### config.mk
export PLATFORM = sky130hd
export DESIGN_NAME = ccsc_back
export DESIGN_NICKNAME = d
export VERILOG_FILES = /design/src/design/ccsc_pkg.sv /design/src/design/ccsc_back.sv
export SDC_FILE = /design/constraint.sdc
export NUM_CORES = 1
export LEC_CHECK = 0
export BUFFER_PORTS_ARGS = -buffer_cell sky130_fd_sc_hd__buf_2
export CAP_MARGIN = 10
export CORE_ASPECT_RATIO = 1.5
export CORE_UTILIZATION = 55
export DETAILED_ROUTE_END_ITERATION = 16
export HOLD_SLACK_MARGIN = 0.15
export PLACE_DENSITY_LB_ADDON = 0.05
export SLEW_MARGIN = 0
export SYNTH_ARGS = -nofsm -noshare
export SYNTH_HDL_FRONTEND = slang
export SYNTH_SLANG_ARGS = --single-unit
### constraint.sdc
create_clock -name clk_i -period 30.1 [get_ports clk_i]
set_input_delay 6.02 -clock clk_i [delete_from_list [all_inputs] [get_ports clk_i]]
set_output_delay 6.02 -clock clk_i [all_outputs]
set_load 0.05 [all_outputs]
### src/design/ccsc_pkg.sv
// Package for the CRC codeword stream checker: transaction types, register codes, constants.
package ccsc_pkg;

  localparam int GEN_W      = 17;
  localparam int GEN_LEN_W  = 5;
  localparam int CFG_W      = 17;
  localparam int CFG_IDX_W  = 2;
  localparam int BYTE_BITS  = 8;
  localparam int DATA_W     = 8;
  localparam int CNT_OUT_W  = 32;
  localparam int LEN_W      = 6;

  localparam logic [GEN_W-1:0]     GEN_BITS_RST = 17'd7;
  localparam logic [GEN_LEN_W-1:0] GEN_LEN_RST  = 5'd3;
  localparam logic                 DW_EIGHT_RST = 1'b0;

  typedef enum logic [CFG_IDX_W-1:0] {
    CFG_GEN_BITS = 2'd0,
    CFG_GEN_LEN  = 2'd1,
    CFG_DW_EIGHT = 2'd2
  } cfg_idx_e;

  typedef struct packed {
    logic [BYTE_BITS-1:0] data_byte;
    logic                 last_byte;
  } in_item_t;

  typedef struct packed {
    logic                 has_codeword;
    logic [DATA_W-1:0]    dataword;
    logic                 codeword_error;
    logic [CNT_OUT_W-1:0] codewords_seen;
    logic [CNT_OUT_W-1:0] errors_seen;
    logic                 final_result;
  } out_item_t;

  // Decoded configuration shared by the front and back ends.
  typedef struct packed {
    logic [GEN_W-1:0] gen_bits;
    logic [LEN_W-1:0] glen;
    logic [LEN_W-1:0] deg;
    logic [LEN_W-1:0] size;
    logic             dw8;
  } cfg_t;

endpackage

### src/design/ccsc_back.sv
// Back end: polynomial division, running counts, one result/cycle unless output full.
module ccsc_back import ccsc_pkg::*; #(
  parameter int MAX_DEGREE  = 16,
  parameter int COUNT_WIDTH = 32
) (
  input  logic                  clk_i,
  input  logic                  rst_ni,
  input  logic                  mid_empty_i,
  input  logic [1:0]            ncw_i,
  input  logic [MAX_DEGREE+7:0] cw0_i,
  input  logic [MAX_DEGREE+7:0] cw1_i,
  input  logic                  last_i,
  input  cfg_t                  cfg_i,
  input  logic                  out_full_i,
  output logic                  mid_pop_o,
  output logic                  out_wr_o,
  output out_item_t             out_item_o
);

  localparam int W    = MAX_DEGREE + 8;
  localparam int GW   = MAX_DEGREE + 1;
  localparam int SH_W = $clog2(W + 1);

  logic [1:0]             step_q, step_d;
  logic [COUNT_WIDTH-1:0] tot_q, tot_d, err_q, err_d, tot_inc, err_inc;

  logic [GW+GEN_W-1:0] gen_ext;
  logic [GW-1:0]       gen, gen_mask;
  logic [W-1:0]        gen_al, cw, cw_al, rem_al, r;
  logic [SH_W-1:0]     gen_sh, cw_sh;
  logic                cw_err, has_cw, more;
  logic [DATA_W-1:0]   dword;

  assign gen_ext  = (GW + GEN_W)'(cfg_i.gen_bits);
  assign gen_mask = ~({GW{1'b1}} << cfg_i.glen);
  assign gen      = gen_ext[GW-1:0] & gen_mask;
  assign gen_sh   = SH_W'(W) - SH_W'(cfg_i.glen);
  assign cw_sh    = SH_W'(W) - SH_W'(cfg_i.size);
  assign gen_al   = W'(gen) << gen_sh;
  assign rem_al   = (~({W{1'b1}} << cfg_i.deg)) << cw_sh;

  assign has_cw = (step_q < ncw_i);
  assign more   = ((step_q + 2'd1) < ncw_i) || last_i;
  assign cw     = step_q[0] ? cw1_i : cw0_i;
  assign cw_al  = cw << cw_sh;
  assign dword  = DATA_W'(cw >> cfg_i.deg);

  // Long division, codeword left aligned, one data bit per step.
  always_comb begin
    r = cw_al;
    for (int x = 0; x < DATA_W; x++) begin
      if ((x < 4 || cfg_i.dw8) && r[W-1-x]) begin
        r = r ^ (gen_al >> x);
      end
    end
  end

  assign cw_err  = |(r & rem_al);
  assign tot_inc = (tot_q == '1) ? tot_q : tot_q + 1'b1;
  assign err_inc = (!cw_err || err_q == '1) ? err_q : err_q + 1'b1;

  always_comb begin
    step_d    = step_q;
    tot_d     = tot_q;
    err_d     = err_q;
    mid_pop_o = 1'b0;
    out_wr_o  = 1'b0;
    if (!mid_empty_i) begin
      if (has_cw) begin
        if (!out_full_i) begin
          out_wr_o = 1'b1;
          tot_d    = tot_inc;
          err_d    = err_inc;
          if (more) begin
            step_d = step_q + 2'd1;
          end else begin
            step_d    = '0;
            mid_pop_o = 1'b1;
          end
        end
      end else if (last_i) begin
        if (!out_full_i) begin
          out_wr_o  = 1'b1;
          tot_d     = '0;
          err_d     = '0;
          step_d    = '0;
          mid_pop_o = 1'b1;
        end
      end else begin
        step_d    = '0;
        mid_pop_o = 1'b1;
      end
    end
  end

  always_comb begin
    out_item_o.has_codeword   = has_cw;
    out_item_o.dataword       = has_cw ? dword : '0;
    out_item_o.codeword_error = has_cw && cw_err;
    out_item_o.codewords_seen = has_cw ? CNT_OUT_W'(tot_inc) : CNT_OUT_W'(tot_q);
    out_item_o.errors_seen    = has_cw ? CNT_OUT_W'(err_inc) : CNT_OUT_W'(err_q);
    out_item_o.final_result   = !has_cw;
  end

  always_ff @(posedge clk_i or negedge rst_ni) begin
    if (!rst_ni) begin
      step_q <= '0;
      tot_q  <= '0;
      err_q  <= '0;
    end else begin
      step_q <= step_d;
      tot_q  <= tot_d;
      err_q  <= err_d;
    end
  end

endmodule

-- Word-level counts from Yosys, hierarchy flattened
Index checks and enable logic that the tools add are counted.
- register bits after elaboration: 66
- input bits: 91
- output and inout port bits: 77
- word-level logic and storage cells: 81
- add/subtract/negate cells: 5
- $lt $le $gt $ge: 2
- equal/unequal tests: 4
- shift-type cells: 6
- mux-type cells: 34
- bitwise operators: 14
- reduce and logical (&&, ||, !) cells: 13
- operators with widths (cell ; count):
    32-bit 2-to-1 mux ; 10
    24-bit 2-to-1 mux ; 9
    32-bit by 1-bit adder with 32-bit output (second input constant) ; 2
    32-bit equality test (second input constant) ; 2
    24-bit by 5-bit left shift with 24-bit output ; 2
    24-bit AND ; 1
    24-bit inverter ; 1
    24-bit OR reduction ; 1
    17-bit by 5-bit left shift with 24-bit output ; 1
    24-bit by 6-bit left shift with 24-bit output (first input constant) ; 1
    24-bit by 6-bit right shift with 8-bit output ; 1
    24-bit by 17-bit XOR with 24-bit output ; 1
    24-bit by 18-bit XOR with 24-bit output ; 1
    24-bit by 19-bit XOR with 24-bit output ; 1
    24-bit by 20-bit XOR with 24-bit output ; 1
    24-bit by 21-bit XOR with 24-bit output ; 1
    24-bit by 22-bit XOR with 24-bit output ; 1
    24-bit by 23-bit XOR with 24-bit output ; 1
    24-bit XOR ; 1
    17-bit AND ; 1
    17-bit inverter ; 1
    17-bit by 6-bit left shift with 17-bit output (first input constant) ; 1
    2-bit 2-to-1 mux ; 5
    5-bit subtractor (first input constant) ; 2
    11 further kinds ; 29

-- Depth between registers and ports, before layout
Gate-level depths: netlist of run 1.
- word-level depth: 27
- depth in mapped cells: 33
- mapped depth without buffers: 25

-- Worst setup path after synthesis of run 1
Ideal clock, no wire load.
- kind: input to output
- from: input cfg_i[1] (netlist name)
- to: output out_item_o[2] (netlist name)
- arrival time: 13.365 ns
- required time: 24.080 ns
- setup slack: 10.715 ns
- stages: 29
- buffers on the path: 7
- path through: buf_4 -> buf_6 -> buf_6 -> buf_2 -> inv_1 -> ha_1 -> xnor2_1 -> buf_2 -> mux4_2 -> a22o_1 -> o21a_1 -> a2111oi_4 -> nor2_2 -> or3_1 -> a311o_1 -> o211ai_2 -> mux2i_1 -> and3_1 -> clkbuf_1 -> o31ai_1 -> or4_1 -> and3_1 -> o2111ai_1 -> a21bo_1 -> a2111oi_4 -> a31o_4 -> a211oi_4 -> buf_2 -> o21ai_0
- RTL lines (item ; RTL line ; text):
    start: declaration ; ccsc_back.sv:13 ; input cfg_t cfg_i,
    end: declaration ; ccsc_back.sv:17 ; output out_item_t out_item_o

==> results of run 1 <==
## routing by layer
| layer | global-route usage [%] | routed length (um) | up-vias |
|---|---|---|---|
| met3 | 2.54 | 1890 | 159 |
| met5 | 0 | 0 | - |
| met1 | 40.1 | 16800 | 6952 |
| li1 | - | - | 6996 |
| met2 | 60.8 | 22200 | 576 |
| met4 | 21.9 | 2770 | 0 |
## power by group through the flow
stage          Combinational, mW  Sequential, mW  Clock [mW]
3_3_place_gp               0.735           0.113           0
3_5_place_dp               0.743           0.114           0
4_1_cts                    0.745           0.112       0.100
2_1_floorplan              0.592           0.108           0
6_report                   0.752           0.112      0.0987
5_1_grt                    0.808           0.114       0.103
## state kept, by name, indices dropped and copies added, names as in the netlist
name,cells
err_q,32
step_q,2
tot_q,32
## how the worst max path moves through the flow
stage,startpoint,to,slack [ns],cells past startpoint
floorplan,cfg_i[1],out_item_o[2],10.71,29
global placement,cfg_i[13],out_item_o[32],8.56,27
detailed placement,cfg_i[13],out_item_o[32],8.42,27
CTS,cfg_i[13],out_item_o[32],8.41,27
global route,cfg_i[13],out_item_o[26],7.62,27
finish,cfg_i[13],out_item_o[32],8.27,27
## area by class of cell
| type | count | area, um2 |
|---|---|---|
| clock buffers | 13 | 260 |
| clock inverters | 2 | 12.5 |
| fillers | 2372 | 9660 |
| inverters | 32 | 120 |
| multi-input cells | 1645 | 11100 |
| flip-flops and latches | 66 | 1660 |
| well taps | 324 | 405 |
| repair buffers | 189 | 1000 |
## cells in the final DEF, fill, tap and decap left out, types with 10 or more instances in the layout
cell type	count
a211o_1	12
a211oi_1	17
a21o_1	10
a21oi_1	89
a31oi_1	24
and2_1	20
and3_1	45
buf_2	166
buf_4	23
dfrtp_1	65
inv_1	28
mux2_2	15
mux2i_1	47
mux4_2	55
nand2_1	285
nand2b_1	13
nand3_1	85
nand4_1	28
nor2_1	218
nor2b_1	10
nor3_1	63
nor4_1	14
o21a_1	11
o21ai_0	115
o22ai_1	19
o31ai_1	27
or3_1	13
xnor2_1	163
xor2_1	34
## metrics by stage
stage	total power, mW	area [um2]
2_1_floorplan	0.700	13600
3_3_place_gp	0.848	14300
3_5_place_dp	0.857	14300
4_1_cts	0.957	14600
5_1_grt	1.02	14600
6_report	0.963	14600
## kinds of logic after synthesis
family,synth area share (%)
simple gates,29.3
flops,12.2
mux,14.0
fa+ha+maj,0.905
xor+xnor,14.4
compound gates,23.4
buf+inv,5.88
==> run summary, run 1 <==
PwrDens -> 65.9 nW/um2
EDFF count, synth -> 0
flops & latches, synth -> 66
hold path cells -> 1
initial antenna violation count -> 0
unrepaired setup endpoints after global routing -> false
Clock Latency Late Sink -> 0.34 ns
top cell type's share of synthesized area -> 12.2%
routability cong. -> 0.973
sequential power share -> 11.7%
worst hold slack -> 0.529 ns
clock network power share -> 10.3%
TritonCTS Buffers -> 9
Site Rows -> 70
Area growth syn-to-layout -> 7.78%
worst hold start -> tot_q[12]$_DFFE_PN0P_
CP peak stage delay -> 0.96 ns
Psw -> 539 uW
starting density of the core -> 55.9%
nets@finish -> 2043
# IOs -> 168
Syn Nets -> 1994
post-synth top area cell -> dfrtp_1
placed insts -> 2256
CP Launch Type -> input port
Clock Skew -> 0.00819 ns
Combinational Power Share -> 78.1%
LEAKAGE -> 5.90 nW
Post-synth ARST share -> 100%
Die Y -> 194 um
Detailed Place HPWL -> 32600 um
min Tclk post-route -> 21.83 ns
critical path peak fanout -> 35
Worst path top cell family by delay -> compound AO/OA/AOI/OAI gates
most common cell in the netlist -> nand2_1
WHS Endpoint -> tot_q[12]$_DFFE_PN0P_
final core utilization -> 60.2%
YS warnings -> 0
final worst slack -> 8.27 ns
sequential area share after synthesis -> 12.2%
Hold Fails Final Rpt -> 0
vias in the first global route -> 13748
worst endpoint required time -> 24.08 ns
Tot GR Track Use -> 34.7%
Synth area leaders -> dfrtp_1 12%, xnor2_1 11%, mux4_2 9.1%
Sw Ratio -> 56.0%
Int Power -> 423 uW
# clock sinks -> 66
diode count -> 0
Fin Setup TNS -> 0 ns
residual DRC count -> 0
Buf/Inv on CP -> 6
first-iteration detailed-routing DRC count -> 1128
Crit Reg-Reg Startpoint -> step_q[0]$_DFFE_PN0P_
Mapped Cells -> 1894
Synth Area per Inst -> 7.15 um2
flop2flop setup slack -> 21.23 ns
Post-CTS Hold Buffers -> 0
DR vias -> 14683
Crit Path Class -> input port to output pin
global-route wire length before repair -> 70700 um
fin crit share -> 72.5%
CTS tree -> done
drt pass-1 iters -> 5
wire per inst -> 19.2 um
HP Class -> flip-flop to flip-flop
# H-tree levels -> 3
Routed WL -> 43700 um
Slew Limit Fails -> 0
Port Buffers -> 166
Place WS -> 8.42 ns
Max Fclk -> 45.8 MHz
Worst R2R Path Depth -> 23
Finished Layout Cells -> 2271
clock-pin slew on the worst setup and hold paths -> 0.05 ns
layout cells sized above 1 -> 16.9%
status -> completed
vias per inst -> 6.47
CP max stage cell -> a211oi_4
# Post-CTS Setup Buffers -> 0
antenna-violating nets left -> 0
Max IR drop VDD -> 0.0684 mV
MaxCap Viol Count -> 0
Max Buffers Root-to-Sink -> 2
Arr. time, crit path -> 15.81 ns
Worst Tran Pin Value -> 1.17 ns
Synth Cell Area -> 13600 um2
die area -> 25300 um2
Core Box Area -> 24300 um2
max_slew headroom -> 21.9%
CP endpoint kind -> output pin
Distinct cells, synth -> 105
largest net degree at the start of global routing -> 67
die width -> 130 um
grt total ovfl -> 0
cells resized by post-CTS repair -> 0
RR Endpoint -> err_q[21]$_DFFE_PN0P_
Finish-stage setup viols -> 0
Synth top cells by count -> 285 x nand2_1, 218 x nor2_1, 166 x xnor2_1
Clock Tree Root -> clkbuf_16
top_reg_cell synth -> dfrtp_1
No activity file was read; power rests on OpenSTA's default activity.
==> inputs of run 2 (changes only) <==
- clock period: 30.1 -> 19.9 ns (I/O delays scaled with it)
==> run summary, run 2 (synthesized netlist as in run 1, its figures left out) <==
status -> completed (unchanged)
min Tclk post-route -> 17.45 ns
Regs by FF count -> err_q (32), tot_q (32), step_q (2) (unchanged)
register area -> 1660 um2 (unchanged)
# IOs -> 168 (unchanged)
Post-CTS Hold Buffers -> 0 (unchanged)
fin crit share -> 87.7%
most frequent cells in the layout -> 285 x nand2_1, 218 x nor2_1, 166 x buf_2 (unchanged)
residual DRC count -> 0 (unchanged)
HP Class -> flip-flop to flip-flop (unchanged)
Worst path top cell family by delay -> compound AO/OA/AOI/OAI gates (unchanged)
# H-tree levels -> 3 (unchanged)
TritonCTS Buffers -> 9 (unchanged)
Finished Layout Cells -> 2273 (was 2271)
starting density of the core -> 55.9% (unchanged)
vias per inst -> 6.48 (was 6.47)
layout cells sized above 1 -> 17.0% (was 16.9%)
die area -> 25300 um2 (unchanged)
CP endpoint kind -> output pin (unchanged)
clock network power share -> 11.0% (was 10.3%)
DR vias -> 14727 (was 14683)
clock-pin slew on the worst setup and hold paths -> 0.06 ns (was 0.05 ns)
Area growth syn-to-layout -> 8.07% (was 7.78%)
cells resized by post-CTS repair -> 0 (unchanged)
Tot GR Track Use -> 35.1% (was 34.7%)
Die Y -> 194 um (unchanged)
# clock sinks -> 66 (unchanged)
critical path peak fanout -> 35 (unchanged)
Hold Fails Final Rpt -> 0 (unchanged)
routability cong. -> 0.989 (was 0.973)
# fillers -> 2365 (was 2372)
CP Launch Type -> input port (unchanged)
PwrDens -> 101 nW/um2 (was 65.9 nW/um2)
Arr. time, crit path -> 13.47 ns (was 15.81 ns)
hold path cells -> 1 (unchanged)
Crit path depth -> 28 (was 27)
antenna-violating nets left -> 0 (unchanged)
Clock Latency Late Sink -> 0.33 ns (was 0.34 ns)
Core Box Area -> 24300 um2 (unchanged)
die width -> 130 um (unchanged)
worst endpoint required time -> 15.92 ns (was 24.08 ns)
vias in the first global route -> 13755 (was 13748)
grt total ovfl -> 0 (unchanged)
initial antenna violation count -> 0 (unchanged)
sequential power share -> 11.5% (was 11.7%)
first-iteration detailed-routing DRC count -> 1085 (was 1128)
Max IR drop VDD -> 0.102 mV (was 0.0684 mV)
# Post-CTS Setup Buffers -> 0 (unchanged)
Max Buffers Root-to-Sink -> 2 (unchanged)
CP max stage cell -> nor3_2 (was a211oi_4)
Multi-input gate area -> 11200 um2 (was 11100 um2)
Port Buffers -> 166 (unchanged)
diode count -> 0 (unchanged)
nets@finish -> 2044 (was 2043)
most common cell after layout, fill and taps aside -> nand2_1 (unchanged)
largest net degree at the start of global routing -> 67 (unchanged)
Slew Limit Fails -> 0 (unchanged)
worst hold slack -> 0.535 ns (was 0.529 ns)
CP peak stage delay -> 0.74 ns (was 0.96 ns)
Site Rows -> 70 (unchanged)
Routed WL -> 44600 um (was 43700 um)
Sw Ratio -> 55.5% (was 56.0%)
Fin Setup TNS -> 0 ns (unchanged)
Crit Path Class -> input port to output pin (unchanged)
Clock Tree Root -> clkbuf_16 (unchanged)
wire per inst -> 19.6 um (was 19.2 um)
Clock Skew -> 0.00407 ns (was 0.00819 ns)
placed insts -> 2257 (was 2256)
max_slew headroom -> 26.4% (was 21.9%)
LEAKAGE -> 5.92 nW (was 5.90 nW)
final worst slack -> 2.45 ns (was 8.27 ns)
MaxCap Viol Count -> 0 (unchanged)
Place WS -> 2.67 ns (was 8.42 ns)
CTS tree -> done (unchanged)
Worst Tran Pin Value -> 1.10 ns (was 1.17 ns)
Max Fclk -> 57.3 MHz
global-route wire length before repair -> 70900 um (was 70700 um)
Finish-stage setup viols -> 0 (unchanged)
Worst R2R Path Depth -> 23 (unchanged)
Buf/Inv on CP -> 7 (was 6)
Psw -> 819 uW (was 539 uW)
Combinational Power Share -> 77.5% (was 78.1%)
drt pass-1 iters -> 5 (unchanged)
unrepaired setup endpoints after global routing -> false (unchanged)
Int Power -> 656 uW (was 423 uW)
Detailed Place HPWL -> 33400 um (was 32600 um)
[run 2: changes by cell type in the layout (fill, tap and decap cells not counted), sizes merged]
| cell | before | now |
|---|---|---|
| bufinv | 0 | 1 |
| buf | 189 | 190 |
| clkinvlp | 1 | 0 |
| clkbuf | 13 | 14 |
[run 2: final cells by class]
| type | count | share of cell area (%) |
|---|---|---|
| Inverter | 32 | 0.820 |
| Sequential cell | 66 | 11.3 |
| Clock buffer | 14 | 1.80 |
| Multi-Input combinational cell | 1645 | 76.2 |
| Clock inverter | 2 | 0.239 |
| Tap cell | 324 | 2.77 |
| Timing Repair Buffer | 190 | 6.90 |
[run 2: worst paths after layout]
check	slack, ns	start	endpoint
min reg2reg	0.53	tot_q[13]$_DFFE_PN0P_	tot_q[13]$_DFFE_PN0P_
max in group asynchronous	15.34	rst_ni	step_q[0]$_DFFE_PN0P_
min	0.53	tot_q[13]$_DFFE_PN0P_	tot_q[13]$_DFFE_PN0P_
max	2.45	cfg_i[13]	out_item_o[28]
max reg2reg	10.91	step_q[0]$_DFFE_PN0P_	err_q[22]$_DFFE_PN0P_
min in group asynchronous	3.84	rst_ni	err_q[3]$_DFFE_PN0P_
[run 2: metal layers]
| layer | up-vias | GRT usage, % | share of wire (%) |
|---|---|---|---|
| met2 | 597 | 61.9 | 51 |
| met1 | 6982 | 39.6 | 38 |
| li1 | 7002 | - | - |
| met4 | 0 | 22.8 | 6.7 |
| met3 | 146 | 2.92 | 4.6 |
| met5 | - | 0 | 0 |
[run 2: per-stage QoR]
step           total power [mW]  utilization, %  area, um2
2_1_floorplan              1.06               -      13600
3_3_place_gp               1.29            59.1      14300
3_5_place_dp               1.30            59.1      14300
4_1_cts                    1.47            60.4      14600
5_1_grt                    1.57            60.4      14600
6_report                   1.48            60.4      14600
[run 2: power groups by stage]
stage                     clock [mW]  sequential, mW  combinational [mW]
after floorplan                    0           0.163               0.896
after global placement             0           0.171                1.12
after CTS                      0.166           0.170                1.13
after detailed placement           0           0.172                1.13
final                          0.162           0.170                1.14
after global routing           0.171           0.173                1.23
==> inputs of run 3 (changes only) <==
- ABC_AREA: not set -> 1
==> run summary, run 3 <==
# fillers -> 2654 (was 2365)
sequential power share -> 10.8% (was 11.5%)
post-synth top area cell -> nand2_1 (was dfrtp_1)
Syn Nets -> 2784 (was 1994)
HP Class -> flip-flop to flip-flop (unchanged)
worst endpoint required time -> 15.92 ns (about the same)
sequential area share after synthesis -> 11.9% (was 12.2%)
Area growth syn-to-layout -> 7.22% (was 8.07%)
Int Power -> 550 uW (was 656 uW)
drt pass-1 iters -> 7 (was 5)
grt total ovfl -> 0 (unchanged)
Distinct cells, synth -> 53 (was 105)
Regs by FF count -> err_q (32), tot_q (32), step_q (2) (unchanged)
Worst Tran Pin Value -> 1.20 ns (was 1.10 ns)
Routed WL -> 47800 um (was 44600 um)
Synth Cell Area -> 13900 um2 (was 13600 um2)
# H-tree levels -> 3 (unchanged)
Sw Ratio -> 62.3% (was 55.5%)
clock-pin slew on the worst setup and hold paths -> 0.05 ns (was 0.06 ns)
Multi-input gate area -> 10600 um2 (was 11200 um2)
most frequent cells in the layout -> 983 x nand2_1, 458 x nand3_1, 226 x inv_1 (was 285 x nand2_1, 218 x nor2_1, 166 x buf_2)
min Tclk post-route -> 17.44 ns (was 17.45 ns)
Detailed Place HPWL -> 36500 um (was 33400 um)
Synth area leaders -> nand2_1 27%, nand3_1 17%, dfrtp_1 12% (was dfrtp_1 12%, xnor2_1 11%, mux4_2 9.1%)
EDFF count, synth -> 0 (unchanged)
max_slew headroom -> 19.8% (was 26.4%)
Max Buffers Root-to-Sink -> 2 (unchanged)
antenna-violating nets left -> 0 (unchanged)
CP max stage cell -> inv_2 (was nor3_2)
LEAKAGE -> 7.66 nW (was 5.92 nW)
Hold Fails Final Rpt -> 0 (unchanged)
layout cells sized above 1 -> 10.5% (was 17.0%)
Clock Tree Root -> clkbuf_16 (unchanged)
Clock Latency Late Sink -> 0.34 ns (was 0.33 ns)
# clock sinks -> 66 (unchanged)
TritonCTS Buffers -> 9 (unchanged)
Mapped Cells -> 2684 (was 1894)
most common cell after layout, fill and taps aside -> nand2_1 (unchanged)
Site Rows -> 70 (unchanged)
cells resized by post-CTS repair -> 0 (unchanged)
Max Fclk -> 57.3 MHz (about the same)
residual DRC count -> 0 (unchanged)
CP Launch Type -> input port (unchanged)
Max IR drop VDD -> 0.132 mV (was 0.102 mV)
Arr. time, crit path -> 13.46 ns (was 13.47 ns)
critical path peak fanout -> 51 (was 35)
vias in the first global route -> 16709 (was 13755)
# IOs -> 168 (unchanged)
Clock Skew -> 0.00448 ns (was 0.00407 ns)
status -> completed (unchanged)
flops & latches, synth -> 66 (unchanged)
fin crit share -> 87.7% (about the same)
Synth top cells by count -> 984 x nand2_1, 458 x nand3_1, 226 x inv_1 (was 285 x nand2_1, 218 x nor2_1, 166 x xnor2_1)
Cell Area, Placed -> 14600 um2 (was 14300 um2)
DR vias -> 17679 (was 14727)
Crit Path Class -> input port to output pin (unchanged)
design area -> 14900 um2 (was 14600 um2)
Fin Setup TNS -> 0 ns (unchanged)
top cell type's share of synthesized area -> 26.6% (was 12.2%)
routability cong. -> 1.01 (was 0.989)
CTS tree -> done (unchanged)
Post-synth ARST share -> 100% (unchanged)
CP peak stage delay -> 0.63 ns (was 0.74 ns)
PwrDens -> 98.2 nW/um2 (was 101 nW/um2)
unrepaired setup endpoints after global routing -> false (unchanged)
top_reg_cell synth -> dfrtp_1 (unchanged)
starting density of the core -> 56.5% (was 55.9%)
worst hold slack -> 0.491 ns (was 0.535 ns)
MaxCap Viol Count -> 0 (unchanged)
Tot GR Track Use -> 37.5% (was 35.1%)
Post-CTS Hold Buffers -> 0 (unchanged)
largest net degree at the start of global routing -> 114 (was 67)
Die Y -> 196 um (was 194 um)
Core Box Area -> 24500 um2 (was 24300 um2)
clock network power share -> 10.1% (was 11.0%)
YS warnings -> 0 (unchanged)
Psw -> 909 uW (was 819 uW)
Synth Area per Inst -> 5.16 um2 (was 7.15 um2)
first-iteration detailed-routing DRC count -> 1049 (was 1085)
nets@finish -> 2841 (was 2044)
global-route wire length before repair -> 79500 um (was 70900 um)
wire per inst -> 15.6 um (was 19.6 um)
Port Buffers -> 166 (unchanged)
initial antenna violation count -> 7 (was 0)
vias per inst -> 5.75 (was 6.48)
Slew Limit Fails -> 0 (unchanged)
register area -> 1650 um2 (was 1660 um2)
CP endpoint kind -> output pin (unchanged)
die area -> 25900 um2 (was 25300 um2)
most common cell in the netlist -> nand2_1 (unchanged)
# Post-CTS Setup Buffers -> 0 (unchanged)
Finish-stage setup viols -> 0 (unchanged)
Worst path most repeated cell -> nand2_1
die width -> 132 um (was 130 um)
Combinational Power Share -> 79.0% (was 77.5%)
-- run 3: worst paths after layout --
| check | end | slack [ns] | from | cells past startpoint |
|---|---|---|---|---|
| max in group asynchronous | tot_q[7]$_DFFE_PN0P_ | 15.46 | rst_ni | 2 |
| worst max-delay path | out_item_o[8] | 2.46 | cfg_i[1] | 46 |
| worst max register to register | err_q[12]$_DFFE_PN0P_ | 11.31 | step_q[0]$_DFFE_PN0P_ | 40 |
| worst min-delay path | tot_q[23]$_DFFE_PN0P_ | 0.49 | tot_q[23]$_DFFE_PN0P_ | 2 |
| min in group asynchronous | err_q[22]$_DFFE_PN0P_ | 3.83 | rst_ni | 2 |
| worst min register to register | tot_q[23]$_DFFE_PN0P_ | 0.49 | tot_q[23]$_DFFE_PN0P_ | 2 |
-- run 3: power groups by stage --
stage,logic [mW],registers (mW),clock network (mW)
final,1.15,0.158,0.148
after global placement,1.12,0.159,0
after global routing,1.29,0.160,0.156
after detailed placement,1.13,0.160,0
after CTS,1.14,0.158,0.150
after floorplan,0.922,0.151,0
-- run 3: area by class of cell --
class                           count  share of cell area [%]
Sequential cell                    66                    11.1
Multi-Input combinational cell   2217                    71.1
Inverter                          263                    6.69
Tap cell                          324                    2.73
Timing Repair Buffer              184                    6.50
Clock inverter                      3                   0.101
Clock buffer                       13                    1.68
Antenna cell                        2                  0.0337
-- run 3: kinds of logic after synthesis --
logic type | count (synthesis) | synth area share, %
AND/OR/NAND/NOR | 1748 | 54.6
buffers and inverters | 401 | 12.0
AO/OA/AOI/OAI | 364 | 14.3
XOR/XNOR | 93 | 6.12
flip-flops | 66 | 11.9
adder cells (fa/ha/maj) | 9 | 0.812
multiplexers | 3 | 0.217
-- run 3: critical path, delay by kind of cell --
family	cells	cell delay, ns
compound gates	2	0.32
buf+inv	10	2.82
simple gates	33	5.85
fa+ha+maj	1	0.36
-- run 3: through the flow --
step	total power [mW]	instances	utilization, %	setup slack, ns
4_1_cts	1.44	3070	60.6	2.68
6_report	1.46	3072	60.6	2.46
2_1_floorplan	1.07	2684	-	6.38
3_5_place_dp	1.29	3054	59.5	2.69
5_1_grt	1.60	3071	60.6	1.77
3_3_place_gp	1.27	3054	59.5	2.76
-- run 3: layer usage --
metal | routed length [um] | vias up | GRT usage [%]
li1 | - | 8877 | -
met1 | 17600 | 7945 | 38.2
met2 | 23600 | 625 | 67.6
met3 | 2840 | 226 | 6.74
met4 | 3830 | 6 | 29.5
met5 | 32 | - | 0
